`config.mk`:
```
export PLATFORM = sky130hd
export DESIGN_NAME = cpi_root_cell
export DESIGN_NICKNAME = d
export VERILOG_FILES = /design/src/cpi_pkg.sv /design/src/cpi_root_cell.sv
export SDC_FILE = /design/constraint.sdc
export NUM_CORES = 1
export LEC_CHECK = 0
export ABC_AREA = 1
export BUFFER_PORTS_ARGS = -buffer_cell sky130_fd_sc_hd__buf_2
export CORE_MARGIN = 2
export CORE_UTILIZATION = 50
export DETAILED_ROUTE_END_ITERATION = 10
export HOLD_SLACK_MARGIN = 0.02
export PLACE_DENSITY = 0.84
export RECOVER_POWER = 100
export REMOVE_ABC_BUFFERS = 1
export SYNTH_ARGS = -nofsm -noshare
export SYNTH_HDL_FRONTEND = slang
export SYNTH_SLANG_ARGS = --single-unit
```
`constraint.sdc`:
```
create_clock -name clock -period 2.3 [get_ports clock]
set_clock_uncertainty 0.15 [all_clocks]
set_input_delay 0.345 -clock clock [delete_from_list [all_inputs] [get_ports clock]]
set_output_delay 0.345 -clock clock [all_outputs]
set_load 0.01 [all_outputs]
```
`src/cpi_pkg.sv`:
```
// cpi_pkg: widths, relation codes and cell types for the circle pair
// intersection pipeline; no dependencies
`default_nettype none

package cpi_pkg;

   localparam int CoordW   = 24;
   localparam int RadW     = CoordW - 1;
   localparam int DiffW    = CoordW + 1;
   localparam int SqW      = 2 * DiffW;
   localparam int RootArgW = SqW;
   localparam int RootW    = RootArgW / 2;
   localparam int RootRemW = RootW + 2;
   localparam int DivQW    = CoordW + 2;
   localparam int DivDenW  = RootW + 1;
   localparam int NumW     = DivDenW + DivQW;
   localparam int ProdW    = DiffW + CoordW;
   localparam int SumW     = ProdW + 1;
   localparam int SatW     = DivQW + 2;
   localparam int TolW     = 32;
   localparam int ReqW     = 144;
   localparam int RspW     = 104;
   localparam int RelW     = 3;

   localparam int PipeDepth = 4 + RootW + 1 + DivQW + 3 + RootW + 3 + DivQW + 1;

   typedef enum logic [RelW-1:0] {
      REL_SAME,
      REL_APART,
      REL_EXT_TOUCH,
      REL_TWO_POINTS,
      REL_INT_TOUCH,
      REL_CONTAINED
   } rel_type;

   typedef struct packed {
      logic [RootArgW-1:0] arg;
      logic [RootRemW-1:0] rem;
      logic [RootW-1:0]    root;
   } root_cell_type;

   typedef struct packed {
      logic [DivDenW-1:0] rem;
      logic [DivQW-1:0]   lo;
      logic [DivDenW-1:0] den;
   } div_cell_type;

endpackage

`default_nettype wire

```
`src/cpi_root_cell.sv`:
```
// cpi_root_cell: one digit step of the integer square root chain
// depends on cpi_pkg
`default_nettype none

module cpi_root_cell (
   input  logic                   clock,
   input  logic                   enable,
   input  cpi_pkg::root_cell_type prev,
   output cpi_pkg::root_cell_type next
);
   import cpi_pkg::*;

   logic [RootRemW+1:0] remx;
   logic [RootRemW+1:0] trial;
   logic [RootRemW+1:0] diff;
   logic                fits;
   root_cell_type       next_in;
   root_cell_type       next_ff;

   always_comb begin
      remx  = {prev.rem, prev.arg[RootArgW-1 -: 2]};
      trial = (RootRemW+2)'({prev.root, 2'b01});
      diff  = remx - trial;
      fits  = remx >= trial;
      next_in.arg  = {prev.arg[RootArgW-3:0], 2'b00};
      next_in.rem  = fits ? diff[RootRemW-1:0] : remx[RootRemW-1:0];
      next_in.root = {prev.root[RootW-2:0], fits};
   end

   always_ff @(posedge clock) begin
      if (enable) begin
         next_ff <= next_in;
      end
   end

   assign next = next_ff;

endmodule

`default_nettype wire

```
# After elaboration in Yosys (flattened, before gate mapping)
# Cells that the tools add are included.
[classes] eq_ne=0 shift=0 n_addsub=1 n_lt_le_gt_ge=1 div_mod_pow=0 muxes=1 n_bitwise=0 mul=0 n_reduce_logical=0
[ops] cell="29-bit by 27-bit >= comparator with 1-bit output" count=1
[ops] cell="27-bit 2-to-1 mux" count=1
[ops] cell="27-bit subtractor" count=1
[totals] latch_bits=0 out_inout_bits=102 word_cells=6 regBits=100 mem_count=0 mem_bits_rw=0 romBits=0

# Longest topological paths before layout
# Gate-level depths: netlist of the first run.
[logic_depth] word_depth=2 ltp_mapped=16 ltp_nobuf=14

# Worst setup path before layout of the first run
# OpenSTA, ideal clock, no wires.
[synth_timing] path_kind="input-to-reg" start="in prev[15] (netlist name)" end="reg next_ff (netlist bit next[45]), data pin" t_arrival_ps=1674 required_ps=1897 setup_slack_ps=222 path_buffers=2 stages=12 setup_time_ps=253 path_cell_list="inv_1 -> ha_1 -> nand2_1 -> nor2_2 -> nand2_2 -> nor2_2 -> nand3_1 -> and3_1 -> buf_6 -> buf_12 -> nand3_2 -> nand2_1"
[synth_lines] item="start: declaration" line_no="cpi_root_cell.sv:8" rtl="input cpi_pkg::root_cell_type prev,"
[synth_lines] item="end signal: assignment" line_no="cpi_root_cell.sv:32" rtl="next_ff <= next_in;"
[synth_lines] item="end: declaration" line_no="cpi_root_cell.sv:18" rtl="root_cell_type next_ff;"

==> flow_summary.yaml, run 1 <==
floorplan:
  start_util_pct: 51.90
  die_h_um: 110.8
  io_pins: 206
  die_width_um: 110.8
  die_area_um2: 12270
  core.rowCount: 38
  core_um2: 10980
yosys:
  synth_seq_cells: 100
  synthTopCellsByArea: "edfxtp_1, nand2_1, inv_1, ha_1, nand3_2"
  ys_warn_count: 0
  synth_top_area_cell: "edfxtp_1"
  synth_top_area_share_pct: 52.68
  syn-cell-area_um2: 5700
  ys_types: 29
  syn_avg_cell_area_um2: 8.963
  synth_cells: 636
  synth-seq-area-share_pct: 52.68
finish:
  drive_gt1_share_pct: 20.88
  stdcell_count: 1051
  largest_register_ffs: 100
  nets: 1031
  layout_commonest_cell: "nand2_1"
  final_core_util_pct: 67.40
  final_cell_mix: "nand2_1, inv_1, clkbuf_1"
  area_growth_pct: 29.85
routing:
  postRouteAntennaNets: 0
  vias: 5231
  via_per_inst: 4.977
  drt_wl_total_mm: 16.46
  firstDrtPassIters: 4
  route.detailed.wl_per_inst_um: 15.67
  drt-initial-drc-count: 364
  drcViolationCount: 0
placed_design:
  place_hpwl_mm: 12.37
  pre_cts_ws_ns: -0.1094
  numPortBuffers: 203
  dp.cells: 1017
  gp_congestion: 0.9358
power_and_ir_drop:
  finalPower_mw: 4.914
  power_density_nw_per_um2: 663.8
  irDropWorstVdd_v: 0.0003996
  leakagePower_nw: 3.627
global_routing:
  antenna_found_initial: 5
  grt_pass1_wl_mm: 24.83
  grt_max_degree: 35
  track_usage_pct: 25.46
  grt_overflow_total: 0
  grt_pass1_vias: 5192
worst_hold_path:
  hold_end: "next[2]$_DFFE_PP_"
  hold_depth: 1
  worst_hold_path_type: "input pin to flip-flop"
  hold_path.startpoint: "prev[1]"
clocking:
  cts_buffers: 9
  clk_path_buf_depth: 2
  clk_pin_slew_ns: 0.09
  cts_tree: "done"
  post_cts_buffers: 0
  ctsRootBufferMaster: "clkbuf_16"
  cts_sinks: 100
  cts_max_level: 3
timing:
  tightest_slew_ns: 1.085
  min_period_ns: 2.155
  rsz0062_at_grt: "no"
  fin_ws_ns: 0.1447
  hold_ws_ns: 0.02226
  max_slew_margin_pct: 27.66
  fmax_mhz: 464.0
  finalHoldViolCount: 0
  finalSetupViolations: 0
  slew_violations: 0
  finalCritPeriodShare_pct: 93.71
worst_setup_path:
  crit_arrival_ns: 2.11
  crit_path_end_kind: "flip-flop"
  worstPathMaxFanout: 13
  start_kind: "input pin"
  path_class: "input pin to flip-flop"
  required_ns: 2.25
status:
  status: "completed"
run:
  maxCapViolations: 0
[metrics by stage]
step / instance area [um2] / setup TNS [ns]
after floorplan: 5593 / -0.4447
after global placement: 7202 / -1.261
after detailed placement: 7202 / -1.587
after CTS: 7605 / 0
after global routing: 7402 / 0
final: 7402 / 0
[cell usage after synthesis, drive strengths merged]
library cell,instances
nor4,1
and3,1
edfxtp,100
a211oi,1
nor2,37
conb,1
buf,10
nand4,11
inv,125
xnor2,3
o21ai,5
a21oi,15
clkinv,1
nand2,217
ha,27
nor3,5
xor2,10
o21bai,1
nand3,65
[kinds of logic after synthesis]
kind of cell / count (synthesis) / synth area share (%)
adders and majority gates: 27 / 5.926
AOI/OAI and AO/OA: 22 / 2.019
DFF: 100 / 52.68
and+or+nand+nor: 337 / 27.06
other: 1 / 0.06578
xor gates and xnor gates: 13 / 1.997
buffers and inverters: 136 / 10.25
[metal layers]
metal	track usage, %	part of all wire, %	up-vias	wire, um
met5	0	0	-	0
met4	9.250	2.2	0	359
met3	4.647	6.3	27	1038
met2	46.54	51	216	8370
met1	29.78	41	2409	6695
li1	-	-	2579	-
[worst max-delay path by stage]
stage	startpoint	end	slack, ns	cells after the start
after floorplan	prev[8]	next[36]$_DFFE_PP_	-0.06	10
final	prev[12]	next[32]$_DFFE_PP_	0.14	13
after global routing	prev[10]	next[36]$_DFFE_PP_	0.04	16
after global placement	prev[12]	next[50]$_DFFE_PP_	-0.06	13
after detailed placement	prev[12]	next[37]$_DFFE_PP_	-0.11	13
after CTS	prev[13]	next[36]$_DFFE_PP_	0.22	13
[worst max-delay path, cell delays in order]
cell	delay, ns
clkbuf_1	0.13
inv_1	0.08
ha_1	0.36
nand2_1	0.14
nor2_2	0.17
nand2_1	0.12
nor2_1	0.10
nand2_1	0.08
nand3_2	0.09
nand2_2	0.09
buf_4	0.22
nand3_1	0.11
nand2_1	0.06
[timing repair]
item / in CTS / in global routing
gates resized for setup: 0 / 0
endpoints found under the hold margin: 11 / 1
hold buffers: 11 / 1
[power by group]
| part | internal (mW) | total (mW) | switching [mW] | leakage, nW |
|---|---|---|---|---|
| Combinational | 0.432 | 1.12 | 0.686 | 2.50 |
| Clock | 0.766 | 1.52 | 0.750 | 0.146 |
| Sequential | 2.22 | 2.28 | 0.0552 | 0.979 |
| Total | 3.42 | 4.91 | 1.49 | 3.63 |
[final cells by class]
type                       count  area (um2)
antenna                        6       15.01
clock buffer                   9       225.2
clock inverter                 7       67.56
fill                         971        3581
inverter                     126       473.0
multi-input combinational    401        2077
sequential                   100        3003
tap                          140       175.2
timing repair buffer         262        1366
(Power assumes the default switching activity.)
==> run 2: changes to the inputs <==
--- a/config.mk
+++ b/config.mk
@@ -8,10 +8,10 @@
 export ABC_AREA = 1
 export BUFFER_PORTS_ARGS = -buffer_cell sky130_fd_sc_hd__buf_2
 export CORE_MARGIN = 2
-export CORE_UTILIZATION = 50
+export CORE_UTILIZATION = 33
 export DETAILED_ROUTE_END_ITERATION = 10
 export HOLD_SLACK_MARGIN = 0.02
-export PLACE_DENSITY = 0.84
+export PLACE_DENSITY_LB_ADDON = 0.15
 export RECOVER_POWER = 100
 export REMOVE_ABC_BUFFERS = 1
 export SYNTH_ARGS = -nofsm -noshare
==> constraint.sdc (replaced) <==
create_clock -name clock -period 2.3 [get_ports clock]
set_clock_uncertainty 0.15 [all_clocks]
set_input_delay 0.46 -clock clock [delete_from_list [all_inputs] [get_ports clock]]
set_output_delay 0.46 -clock clock [all_outputs]
set_load 0.01 [all_outputs]
==> flow_summary.yaml, run 2 (synthesis results as in run 1) <==
status:
  status: "completed"
floorplan:
  core_um2: 17120
  die_area_um2: 18340
  core.rowCount: 48
  io_pins: 206
  start_util_pct: 33.30
  die_h_um: 135.4
  die_width_um: 135.4
worst_setup_path:
  worstPathMaxFanout: 13
  critical_path_depth: 13
  cp_slowest_cell: "ha_1"
  path_class: "input pin to flip-flop"
  crit_path_end_kind: "flip-flop"
  crit_arrival_ns: 2.11
  cp_num_buf_inv: 3
  critical-path-top-delay-family: "simple AND/OR/NAND/NOR gates"
  start_kind: "input pin"
  slowest_delay_ns: 0.35
  cp_common_cell: "nand2_1"
  cp_cell_sequence: "buf_2, inv_1, ha_1, nand2_1, nor2_2, nand2_1, nor2_1, nand2_1, nand3_2, nand2_2, buf_6, nand3_1, nand2_1"
  required_ns: 2.26
timing:
  rsz0062_at_grt: "no"
  finalHoldViolCount: 0
  hold_ws_ns: 0.1255
  finalSetupViolations: 0
  tightest_slew_ns: 1.328
  fmax_mhz: 466.7
  finalCritPeriodShare_pct: 93.15
  slew_violations: 0
  min_period_ns: 2.142
  max_slew_margin_pct: 11.44
  fin_ws_ns: 0.1575
global_routing:
  grt_pass1_wl_mm: 24.96
  track_usage_pct: 17.60
  grt_max_degree: 55
  grt_overflow_total: 0
  antenna_found_initial: 0
  grt_pass1_vias: 5057
finish:
  stdcell_area_um2: 7844
  nets: 1078
  final_cell_mix: "nand2_1, inv_1, clkbuf_1"
  stdcell_count: 1177
  layout_commonest_cell: "nand2_1"
  largest_register_ffs: 100
  antenna_cells: 0
  drive_gt1_share_pct: 26.05
  area_growth_pct: 37.60
clocking:
  cts_buffers: 9
  clk_pin_slew_ns: 0.07
  cts.repair.resized: 0
  ctsRootBufferMaster: "clkbuf_16"
  cts_sinks: 100
  cts_tree: "done"
  clk_path_buf_depth: 2
  cts_hold_buf: 0
  cts_max_level: 3
  post_cts_buffers: 0
routing:
  route.detailed.wl_per_inst_um: 13.47
  drcViolationCount: 0
  via_per_inst: 4.286
  firstDrtPassIters: 4
  postRouteAntennaNets: 0
  vias: 5045
  drt_wl_total_mm: 15.86
  drt-initial-drc-count: 229
placed_design:
  pre_cts_ws_ns: -0.2218
  dp.cells: 1161
  gp_congestion: 0.8663
  place_hpwl_mm: 12.85
  numPortBuffers: 203
  place_area_um2: 7751
power_and_ir_drop:
  leakagePower_nw: 3.862
  irDropWorstVdd_v: 0.0003433
  p_comb_share_pct: 24.2
  p_sw_share_pct: 29.47
  p_int_mw: 3.485
  power.share.clock_pct: 29.8
  seqPwrFrac_pct: 45.9
  finalPower_mw: 4.941
  power_density_nw_per_um2: 630.0
  power.switching_mw: 1.456
worst_hold_path:
  worst_hold_path_type: "input pin to flip-flop"
  hold_depth: 1
run:
  maxCapViolations: 0
run 2: power by group through the flow:
stage | registers [mW] | clock network, mW | logic (mW)
global route | 2.29 | 1.58 | 1.35
global placement | 2.31 | 0 | 1.26
detailed placement | 2.31 | 0 | 1.27
floorplan | 2.41 | 0 | 0.493
finish | 2.27 | 1.47 | 1.20
CTS | 2.27 | 1.54 | 1.27
run 2: routing by layer:
layer / GRT usage (%) / routed length (um)
met2: 30.29 / 7352
met3: 3.479 / 1221
met1: 22.15 / 6998
met5: 0 / 0
met4: 5.961 / 287
run 2: per-stage QoR:
stage	util [%]	setup TNS [ns]
2_1_floorplan	-	-3.406
3_3_place_gp	45.29	-5.785
3_5_place_dp	45.29	-5.586
4_1_cts	46.95	0
5_1_grt	45.83	0
6_report	45.83	0
run 2: final timing paths:
path	startpoint	end	slack [ns]
setup / recovery	prev[12]	next[48]$_DFFE_PP_	0.16
hold / removal	prev[84]	next[86]$_DFFE_PP_	0.13
run 2: cell type report:
class / instances / area [um2]
Timing Repair Buffer: 309 / 1719
Multi-Input combinational cell: 401 / 2082
Clock buffer: 9 / 225.2
Fill cell: 1782 / 9273
Clock inverter: 7 / 60.06
Tap cell: 225 / 281.5
Sequential cell: 100 / 3003
Inverter: 126 / 473.0
