--- src/cpi_pkg.sv ---
// cpi_pkg: widths, relation codes and cell types for the circle pair
// intersection pipeline; no dependencies
`default_nettype none

package cpi_pkg;

   localparam int CoordW   = 24;
   localparam int RadW     = CoordW - 1;
   localparam int DiffW    = CoordW + 1;
   localparam int SqW      = 2 * DiffW;
   localparam int RootArgW = SqW;
   localparam int RootW    = RootArgW / 2;
   localparam int RootRemW = RootW + 2;
   localparam int DivQW    = CoordW + 2;
   localparam int DivDenW  = RootW + 1;
   localparam int NumW     = DivDenW + DivQW;
   localparam int ProdW    = DiffW + CoordW;
   localparam int SumW     = ProdW + 1;
   localparam int SatW     = DivQW + 2;
   localparam int TolW     = 32;
   localparam int ReqW     = 144;
   localparam int RspW     = 104;
   localparam int RelW     = 3;

   localparam int PipeDepth = 4 + RootW + 1 + DivQW + 3 + RootW + 3 + DivQW + 1;

   typedef enum logic [RelW-1:0] {
      REL_SAME,
      REL_APART,
      REL_EXT_TOUCH,
      REL_TWO_POINTS,
      REL_INT_TOUCH,
      REL_CONTAINED
   } rel_type;

   typedef struct packed {
      logic [RootArgW-1:0] arg;
      logic [RootRemW-1:0] rem;
      logic [RootW-1:0]    root;
   } root_cell_type;

   typedef struct packed {
      logic [DivDenW-1:0] rem;
      logic [DivQW-1:0]   lo;
      logic [DivDenW-1:0] den;
   } div_cell_type;

endpackage

`default_nettype wire

--- src/cpi_div_cell.sv ---
// cpi_div_cell: one quotient bit of the restoring divider chain
// depends on cpi_pkg
`default_nettype none

module cpi_div_cell (
   input  logic                  clock,
   input  logic                  enable,
   input  cpi_pkg::div_cell_type prev,
   output cpi_pkg::div_cell_type next
);
   import cpi_pkg::*;

   logic [DivDenW:0] remx;
   logic [DivDenW:0] diff;
   logic             fits;
   div_cell_type     next_in;
   div_cell_type     next_ff;

   always_comb begin
      remx = {prev.rem, prev.lo[DivQW-1]};
      diff = remx - {1'b0, prev.den};
      fits = remx >= {1'b0, prev.den};
      next_in.rem = fits ? diff[DivDenW-1:0] : remx[DivDenW-1:0];
      next_in.lo  = {prev.lo[DivQW-2:0], fits};
      next_in.den = prev.den;
   end

   always_ff @(posedge clock) begin
      if (enable) begin
         next_ff <= next_in;
      end
   end

   assign next = next_ff;

endmodule

`default_nettype wire
--- config.mk ---
export PLATFORM = sky130hd
export DESIGN_NAME = cpi_div_cell
export DESIGN_NICKNAME = d
export VERILOG_FILES = /design/src/cpi_pkg.sv /design/src/cpi_div_cell.sv
export SDC_FILE = /design/constraint.sdc
export NUM_CORES = 1
export LEC_CHECK = 0
export ABC_CLOCK_PERIOD_IN_PS = 4800
export BUFFER_PORTS_ARGS = -buffer_cell sky130_fd_sc_hd__buf_2
export CAP_MARGIN = 20
export CORE_ASPECT_RATIO = 0.75
export CORE_MARGIN = 2
export CORE_UTILIZATION = 40
export CTS_CLUSTER_DIAMETER = 50
export DETAILED_ROUTE_END_ITERATION = 10
export PLACE_DENSITY = 0.75
export SLEW_MARGIN = 20
export SYNTH_ARGS = -nofsm -noshare
export SYNTH_HDL_FRONTEND = slang
export SYNTH_SLANG_ARGS = --single-unit
--- constraint.sdc ---
create_clock -name clock -period 4.8 [get_ports clock]
set_input_delay 1.2 -clock clock [delete_from_list [all_inputs] [get_ports clock]]
set_output_delay 1.2 -clock clock [all_outputs]
set_load 0.02 [all_outputs]
; ---- After elaboration in Yosys (flattened, before gate mapping)
; Cells that the tools add are included.
[word_totals]
wordCells = 6
latch_bits = 0
input_bits = 80
romBits = 0
memories = 0
out_inout_bits = 78
ramBits = 0
ff_bits = 78
[classes]
n_shift = 0
add_sub_neg = 1
order_cmp = 1
n_div = 0
n_bitwise = 0
n_reduce_logical = 0
n_mul = 0
eq_ne = 0
muxes = 1
[op_table]
columns = operator, n
row1 = $ge 27x26->1, 1
row2 = $mux 26, 1
row3 = $sub 26x26->26, 1

; ---- Depth between registers and ports, before layout
; Gate-level depths: netlist (run 1).
[depth]
ltp_word = 2
depth_mapped = 11
ltp_nobuf = 11

; ---- Least setup slack after synthesis (run 1)
; OpenSTA, ideal clock, no wires.
[synth_path]
kind = in2reg
start = input prev[16] (netlist bit)
end = register next_ff, in the netlist next[69], data pin
n_path_buf = 2
path_stages = 11
path_slack_ps = 1111
t_required_ps = 4540
setup_ps = 260
arrival_ps = 3429
cell_sequence = inv_1 ha_1 buf_6 a211oi_2 o21bai_1 a21o_1 a221oi_4 o211ai_4 a21boi_4 buf_8 mux2_4
[synth_rtl]
columns = item, line
row1 = "start, declared", cpi_div_cell.sv:8  ; input cpi_pkg::div_cell_type prev,
row2 = "end signal, assigned", cpi_div_cell.sv:30  ; next_ff <= next_in;
row3 = "end, declared", cpi_div_cell.sv:17  ; div_cell_type next_ff;

==> run_results.csv, run 1 <==
group,metric,value,unit
die,ios,158,
status,status,"finished, final reports clean",
layout,area_delta_synth_final,28.47,%
placed_design,gp_congestion,0.8742,
logic_synthesis,synth_compound_area_share,11.64,%
grt,track_usage,17.60,%
logic_synthesis,synthMuxAreaShare,8.631,%
power_and_ir_drop,peakVddDrop,0.0001713,V
drt,via_per_inst,4.967,
clock_tree,clkSlewWorstSetupHoldPaths,0.06,ns
critical_path,slowest_delay,0.41,ns
grt,grt-ovfl-total,0,
clock_tree,cts_max_level,3,
clock_tree,cts_made_buffers,9,
worst_hold_path,hold_class,"in2reg",
logic_synthesis,ys_ff_latch,78,
layout,insertedDiodeCount,0,
logic_synthesis,synth_ff_type,"edfxtp_1",
power_and_ir_drop,power_density,377.2,nW/um^2
clock_tree,cts_tree,"built",
drt,drt-total-wl,9.774,mm
grt,grt_max_degree,79,
sta,tightest_slew,0.9977,ns
sta,final-setup-viol-count,0,
worst_hold_path,min_to,"next[32]",
clock_tree,ctsHoldBuffers,0,
worst_hold_path,hp-start,"prev[31]",
clock_tree,cts_resized,0,
logic_synthesis,ys_seq_area_share,54.77,%
sta,fmax,0.2669,GHz
job,maxCapViolCount,0,
worst_hold_path,hold_depth,1,
critical_path,crit_slowest_cell,"ha_1",
drt,route.met2.wl,4.314,mm
drt,drt_pass1_iterations,4,
logic_synthesis,synth_fa_ha_area_share,8.075,%
clock_tree,clockBufferDepth,2,
logic_synthesis,synth-edff-count,78,
logic_synthesis,synth_simple_gate_area_share,7.812,%
sta,rsz0062_at_grt,"false",
die,rows,32,
drt,drc_errors,0,
layout,fin_util,53.19,%
sta,slew_headroom,33.48,%
drt,m1WireLength,4.598,mm
die,die_h,93.55,um
critical_path,path_cells,"buf_2 > inv_1 > ha_1 > a211oi_2 > o21bai_1 > a21o_1 > a221oi_4 > o211ai_4 > a21boi_4 > buf_12 > mux2_2",
logic_synthesis,synth_xor_area_share,4.301,%
logic_synthesis,syn-num-nets,435,
sta,fin_crit_sh,78.07,%
grt,grt_pass1_vias,3173,
sta,layout_min_cycle_time,3.747,ns
drt,vias,3124,
critical_path,worst_ep_arrival_time,3.83,ns
placed_design,hpwl,7.421,mm
sta,hold_viol_final,0,
clock_tree,clkSinkCount,78,
placed_design,io_buffers,157,
drt,wl_met3,747,um
die,core_area,10330,um^2
logic_synthesis,synth.avg_cell_area,13.04,um^2
logic_synthesis,synth_top_family_by_area,"compound AO/OA/AOI/OAI gates",
sta,finalMaxSlewViolations,0,
layout,finalNetCount,596,
logic_synthesis,yosys_warnings,0,
layout,num-fill-cells,891,
critical_path,crit_cells,11,
grt,antenna_found_initial,0,
drt,avgRoutedWirePerCell,15.54,um
logic_synthesis,ys_types,53,
logic_synthesis,syn-cell-area,4277,um^2
drt,initialDrtViolationCount,170,
die,dieArea,11540,um^2
clock_tree,postCtsSetupBuffers,0,
die,die_x,123.4,um
critical_path,path_buf_inv,3,
critical_path,cp-end-kind,"flip-flop",
critical_path,critPathKind,"in2reg",
clock_tree,root_buffer,"clkbuf_16",
drt,top_layer_used,"met4",
critical_path,setup.worst_path.start_class,"primary input",
logic_synthesis,async_flop_share,0,%
critical_path,cp_max_fo,21,
layout,drive_gt1_share,41.78,%
critical_path,cp.required,4.89,ns
grt,grt_pass1_wl,15.41,mm
drt,ant_nets,0,
power_and_ir_drop,leakage,2.445,nW
die,start_util,41.40,%
critical_path,cp_top_family,"compound AO/OA/AOI/OAI gates",
layout,largest_reg_flops,78,
sta,setup_tns,0,ns
logic_synthesis,synthCells,328,
[stage by stage]
stage	instance area, um^2	total power, mW	cells	hold WS [ns]	setup slack, ns
CTS	5494	2.098	629	1.024	1.059
finish	5494	2.072	629	1.036	1.053
global placement	5182	1.361	614	1.377	0.7657
floorplan	4277	1.213	328	1.299	1.111
detailed placement	5182	1.374	614	1.378	0.7272
global route	5494	2.174	629	1.021	0.8926
[kinds of logic after synthesis]
| family | after synthesis |
|---|---|
| DFF | 78 |
| AOI/OAI and AO/OA | 68 |
| and+or+nand+nor | 65 |
| buffers and inverters | 42 |
| muxes | 27 |
| adders and majority gates | 27 |
| xor gates and xnor gates | 21 |
[layout make-up]
class | count | area, um^2 | area share [%]
Clock inverter | 6 | 86.33 | 1.571
Multi-Input combinational cell | 208 | 1730 | 31.50
Clock buffer | 9 | 225.2 | 4.099
Timing Repair Buffer | 159 | 815.8 | 14.85
Inverter | 33 | 123.9 | 2.255
Sequential cell | 78 | 2342 | 42.63
Tap cell | 136 | 170.2 | 3.097
[layout by cell type (no fill, tap or decap), types with 2 or more instances in the layout]
master and count:
a211oi_1 2, a21o_1 6, a21oi_1 18, a2bb2oi_1 2, and2_1 2, and4_1 3
buf_2 156, buf_4 2, bufinv_16 2, clkbuf_16 9, clkinv_2 2, edfxtp_1 78
ha_1 26, inv_1 33, mux2_2 7, mux2_4 18, mux2i_1 2, nand2_1 17
nand2b_1 4, nand3_1 5, nand4_1 7, nor2_1 11, nor3_1 8, nor4_1 3
o211ai_1 2, o21a_1 2, o21ai_0 15, o21bai_1 4, o311ai_0 2, xnor2_1 9
xor2_1 12
[Yosys cell counts, types with 2 or more instances]
| library cell | n | area share (%) |
|---|---|---|
| edfxtp_1 | 78 | 55 |
| inv_1 | 33 | 2.9 |
| ha_1 | 26 | 7.6 |
| a21oi_1 | 18 | 2.1 |
| mux2_4 | 18 | 6.3 |
| nand2_1 | 17 | 1.5 |
| o21ai_0 | 15 | 1.8 |
| xor2_1 | 12 | 2.5 |
| nor2_1 | 11 | 0.97 |
| xnor2_1 | 9 | 1.8 |
| nor3_1 | 8 | 0.94 |
| mux2_2 | 7 | 1.8 |
| nand4_1 | 7 | 1.0 |
| a21o_1 | 6 | 1.1 |
| nand3_1 | 5 | 0.59 |
| nand2b_1 | 4 | 0.59 |
| o21bai_1 | 4 | 0.70 |
| and4_1 | 3 | 0.61 |
| clkbuf_1 | 3 | 0.26 |
| nor4_1 | 3 | 0.44 |
| a211oi_1 | 2 | 0.35 |
| a2bb2oi_1 | 2 | 0.41 |
| and2_1 | 2 | 0.29 |
| buf_4 | 2 | 0.35 |
| mux2i_1 | 2 | 0.47 |
| o211ai_1 | 2 | 0.35 |
| o21a_1 | 2 | 0.35 |
| o311ai_0 | 2 | 0.41 |
[worst max-delay path by stage]
| stage | to | slack [ns] | start |
|---|---|---|---|
| final | next[54] | 1.05 | prev[16] |
| after floorplan | next[69] | 1.11 | prev[16] |
| after detailed placement | next[53] | 0.73 | prev[16] |
| after CTS | next[54] | 1.06 | prev[16] |
| after global placement | next[54] | 0.77 | prev[16] |
| after global routing | next[55] | 0.89 | prev[16] |
[per-layer routing]
layer  vias to the layer above  GRT usage [%]
met4                         0          7.197
met3                         9          5.793
li1                       1546              -
met2                       121          26.65
met1                      1448          23.16
met5                         -              0
[power breakdown]
part | switching [mW] | internal [mW] | total (mW)
logic | 0.289 | 0.214 | 0.503
registers | 0.0164 | 0.840 | 0.856
clock network | 0.261 | 0.452 | 0.713
total | 0.567 | 1.51 | 2.07
Power figures use the tool's default switching activity.
==> run 2: changes to the inputs <==
ABC_AREA = 1   (was default)
ABC_CLOCK_PERIOD_IN_PS = 3570   (was 4800)
PLACE_DENSITY = 0.73   (was 0.75)
clock period = 3.57 ns   (was 4.8 ns; I/O delays follow)
==> run_results.csv, run 2 <==
group,metric,value,unit
power_and_ir_drop,p_sw,861.8,uW
worst_hold_path,hp-start,"prev[27]",
job,maxCapViolCount,0,
critical_path,worst_ep_arrival_time,2.61,ns
layout,insertedDiodeCount,0,
power_and_ir_drop,switching_share,31.11,%
drt,drc_errors,0,
grt,grt_max_degree,79,
sta,final-setup-viol-count,0,
placed_design,hpwl,9.225,mm
logic_synthesis,ys_ff_latch,78,
logic_synthesis,netlist.area_leader.share,48.21,%
critical_path,path_cells,"buf_2 > inv_1 > ha_1 > inv_1 > fa_1 > inv_1 > nor2_1 > o21ai_0 > nand2_1 > nand2_1 > nand2_1 > xor2_1 > nand2_1 > nand2_1",
critical_path,crit_slowest_cell,"fa_1",
power_and_ir_drop,p_clk_share,33.6,%
clock_tree,clkSinkCount,78,
logic_synthesis,synthCells,576,
layout,largest_reg_flops,78,
logic_synthesis,synth.avg_cell_area,8.435,um^2
grt,grt_pass1_vias,3966,
critical_path,cp_common_cell,"nand2_1",
clock_tree,postCtsSetupBuffers,0,
layout,layout_commonest_cell,"nand2_1",
power_and_ir_drop,leakage,3.216,nW
critical_path,cp_max_fo,4,
clock_tree,ctsHoldBuffers,0,
die,dieArea,13050,um^2
critical_path,cp.required,3.67,ns
sta,rsz0062_at_grt,"false",
power_and_ir_drop,pwr-share-comb,25.1,%
placed_design,place_area,5824,um^2
clock_tree,cts_tree,"built",
power_and_ir_drop,p_int,1.908,mW
sta,fin_crit_sh,70.49,%
sta,fmax,0.3974,GHz
power_and_ir_drop,power_density,452.3,nW/um^2
power_and_ir_drop,peakVddDrop,0.0002201,V
clock_tree,cts_made_buffers,9,
logic_synthesis,synthTopCellsByArea,"edfxtp_1 48%, nand2_1 15%, inv_1 9.1%",
layout,area_delta_synth_final,26.06,%
sta,slew_headroom,34.59,%
layout,finalNetCount,849,
status,status,"finished, final reports clean",
grt,track_usage,18.91,%
placed_design,io_buffers,157,
drt,ant_nets,0,
sta,tightest_slew,0.9812,ns
logic_synthesis,synth-edff-count,78,
critical_path,setup.worst_path.start_class,"primary input",
logic_synthesis,async_flop_share,0,%
placed_design,dp_cells,893,
die,die_h,99.45,um
worst_hold_path,hold_class,"in2reg",
die,die_x,131.3,um
die,start_util,41.38,%
drt,drt-total-wl,11.83,mm
logic_synthesis,post-synth-top-area-cell,"edfxtp_1",
sta,hold_viol_final,0,
die,rows,34,
clock_tree,clkSlewWorstSetupHoldPaths,0.06,ns
grt,antenna_found_initial,0,
critical_path,cp-end-kind,"flip-flop",
logic_synthesis,yosys-top-cells-count,"193 x nand2_1, 118 x inv_1, 78 x edfxtp_1",
drt,drt_pass1_iterations,4,
layout,num-fill-cells,1163,
sta,layout_min_cycle_time,2.517,ns
logic_synthesis,yosys_warnings,0,
logic_synthesis,synth.most_common_cell,"nand2_1",
layout,design_area,6125,um^2
critical_path,path_buf_inv,4,
layout,drive_gt1_share,29.32,%
sta,finalMaxSlewViolations,0,
die,ios,158,
logic_synthesis,syn-cell-area,4858,um^2
placed_design,post-place-ws,0.7351,ns
sta,setup_tns,0,ns
power_and_ir_drop,finalPower,2.770,mW
critical_path,crit_start,"prev[51]",
drt,vias,4113,
clock_tree,root_buffer,"clkbuf_16",
critical_path,critPathKind,"in2reg",
grt,grt_pass1_wl,19.46,mm
logic_synthesis,ys_types,32,
critical_path,cp_top_family,"simple AND/OR/NAND/NOR gates",
clock_tree,clockBufferDepth,2,
grt,grt-ovfl-total,0,
logic_synthesis,syn-num-nets,683,
logic_synthesis,synth_ff_type,"edfxtp_1",
clock_tree,cts_max_level,3,
drt,initialDrtViolationCount,228,
placed_design,gp_congestion,0.9484,
clock_tree,cts_resized,0,
drt,avgRoutedWirePerCell,13.01,um
layout,stdcell_count,909,
power_and_ir_drop,pwr-share-seq,41.3,%
sta,fin_ws,1.053,ns
layout,final_cell_mix,"193 x nand2_1, 156 x buf_2, 118 x inv_1",
critical_path,slowest_delay,0.40,ns
die,core_area,11740,um^2
logic_synthesis,ys_seq_area_share,48.21,%
drt,via_per_inst,4.525,
==> run 2: cell count changes in the layout (fill, tap and decap cells not counted), moves of 8 or more <==
cell,before,now
inv_1,33,118
inv_2,0,9
mux2_4,18,0
nand2_1,17,193
nand2_2,0,8
nand3_1,5,27
nand4_1,7,18
nor2_1,11,25
o21ai_0,15,2
o21ai_2,0,10
xnor2_1,9,0
==> run 2: per-stage QoR <==
step	hold slack, ns	util, %
3_5_place_dp	1.071	49.61
5_1_grt	0.7132	52.16
6_report	0.7219	52.16
2_1_floorplan	0.9914	-
3_3_place_gp	1.069	49.61
4_1_cts	0.7138	52.16
==> run 2: cell type report <==
cell class / instances / area, um^2 / share of cell area (%)
multi-input combinational: 364 / 1977 / 32.28
inverter: 127 / 476.7 / 7.783
clock inverter: 6 / 71.32 / 1.164
clock buffer: 10 / 229.0 / 3.739
sequential: 78 / 2342 / 38.24
tap: 162 / 202.7 / 3.309
timing repair buffer: 162 / 825.8 / 13.48
==> run 2: worst paths after layout <==
check             endpoint  slack [ns]  cells after the start
setup / recovery  next[64]        1.05                     14
hold / removal    next[28]        0.72                      1
==> run 2: kinds of logic (layout without fill, tap and decap cells) <==
family,Yosys count,in the layout,synth area share (%)
compound gates,30,30,4.198
xor+xnor,13,13,2.344
fa+ha+maj,27,27,7.108
buf+inv,134,305,11.10
flops,78,78,48.21
simple gates,294,294,27.04
==> run 2: power by group through the flow <==
stage	Clock [mW]	Sequential (mW)	Combinational [mW]
final	0.930	1.14	0.695
after detailed placement	0	1.16	0.694
after floorplan	0	1.29	0.337
after CTS	0.954	1.15	0.697
after global routing	0.989	1.15	0.775
after global placement	0	1.16	0.690
==> run 2: routing by layer <==
layer  share of wire (%)  track usage [%]
met2                  40            27.85
met4                 1.5            5.602
met1                  52            27.43
met5                   0                0
met3                 6.6            4.995
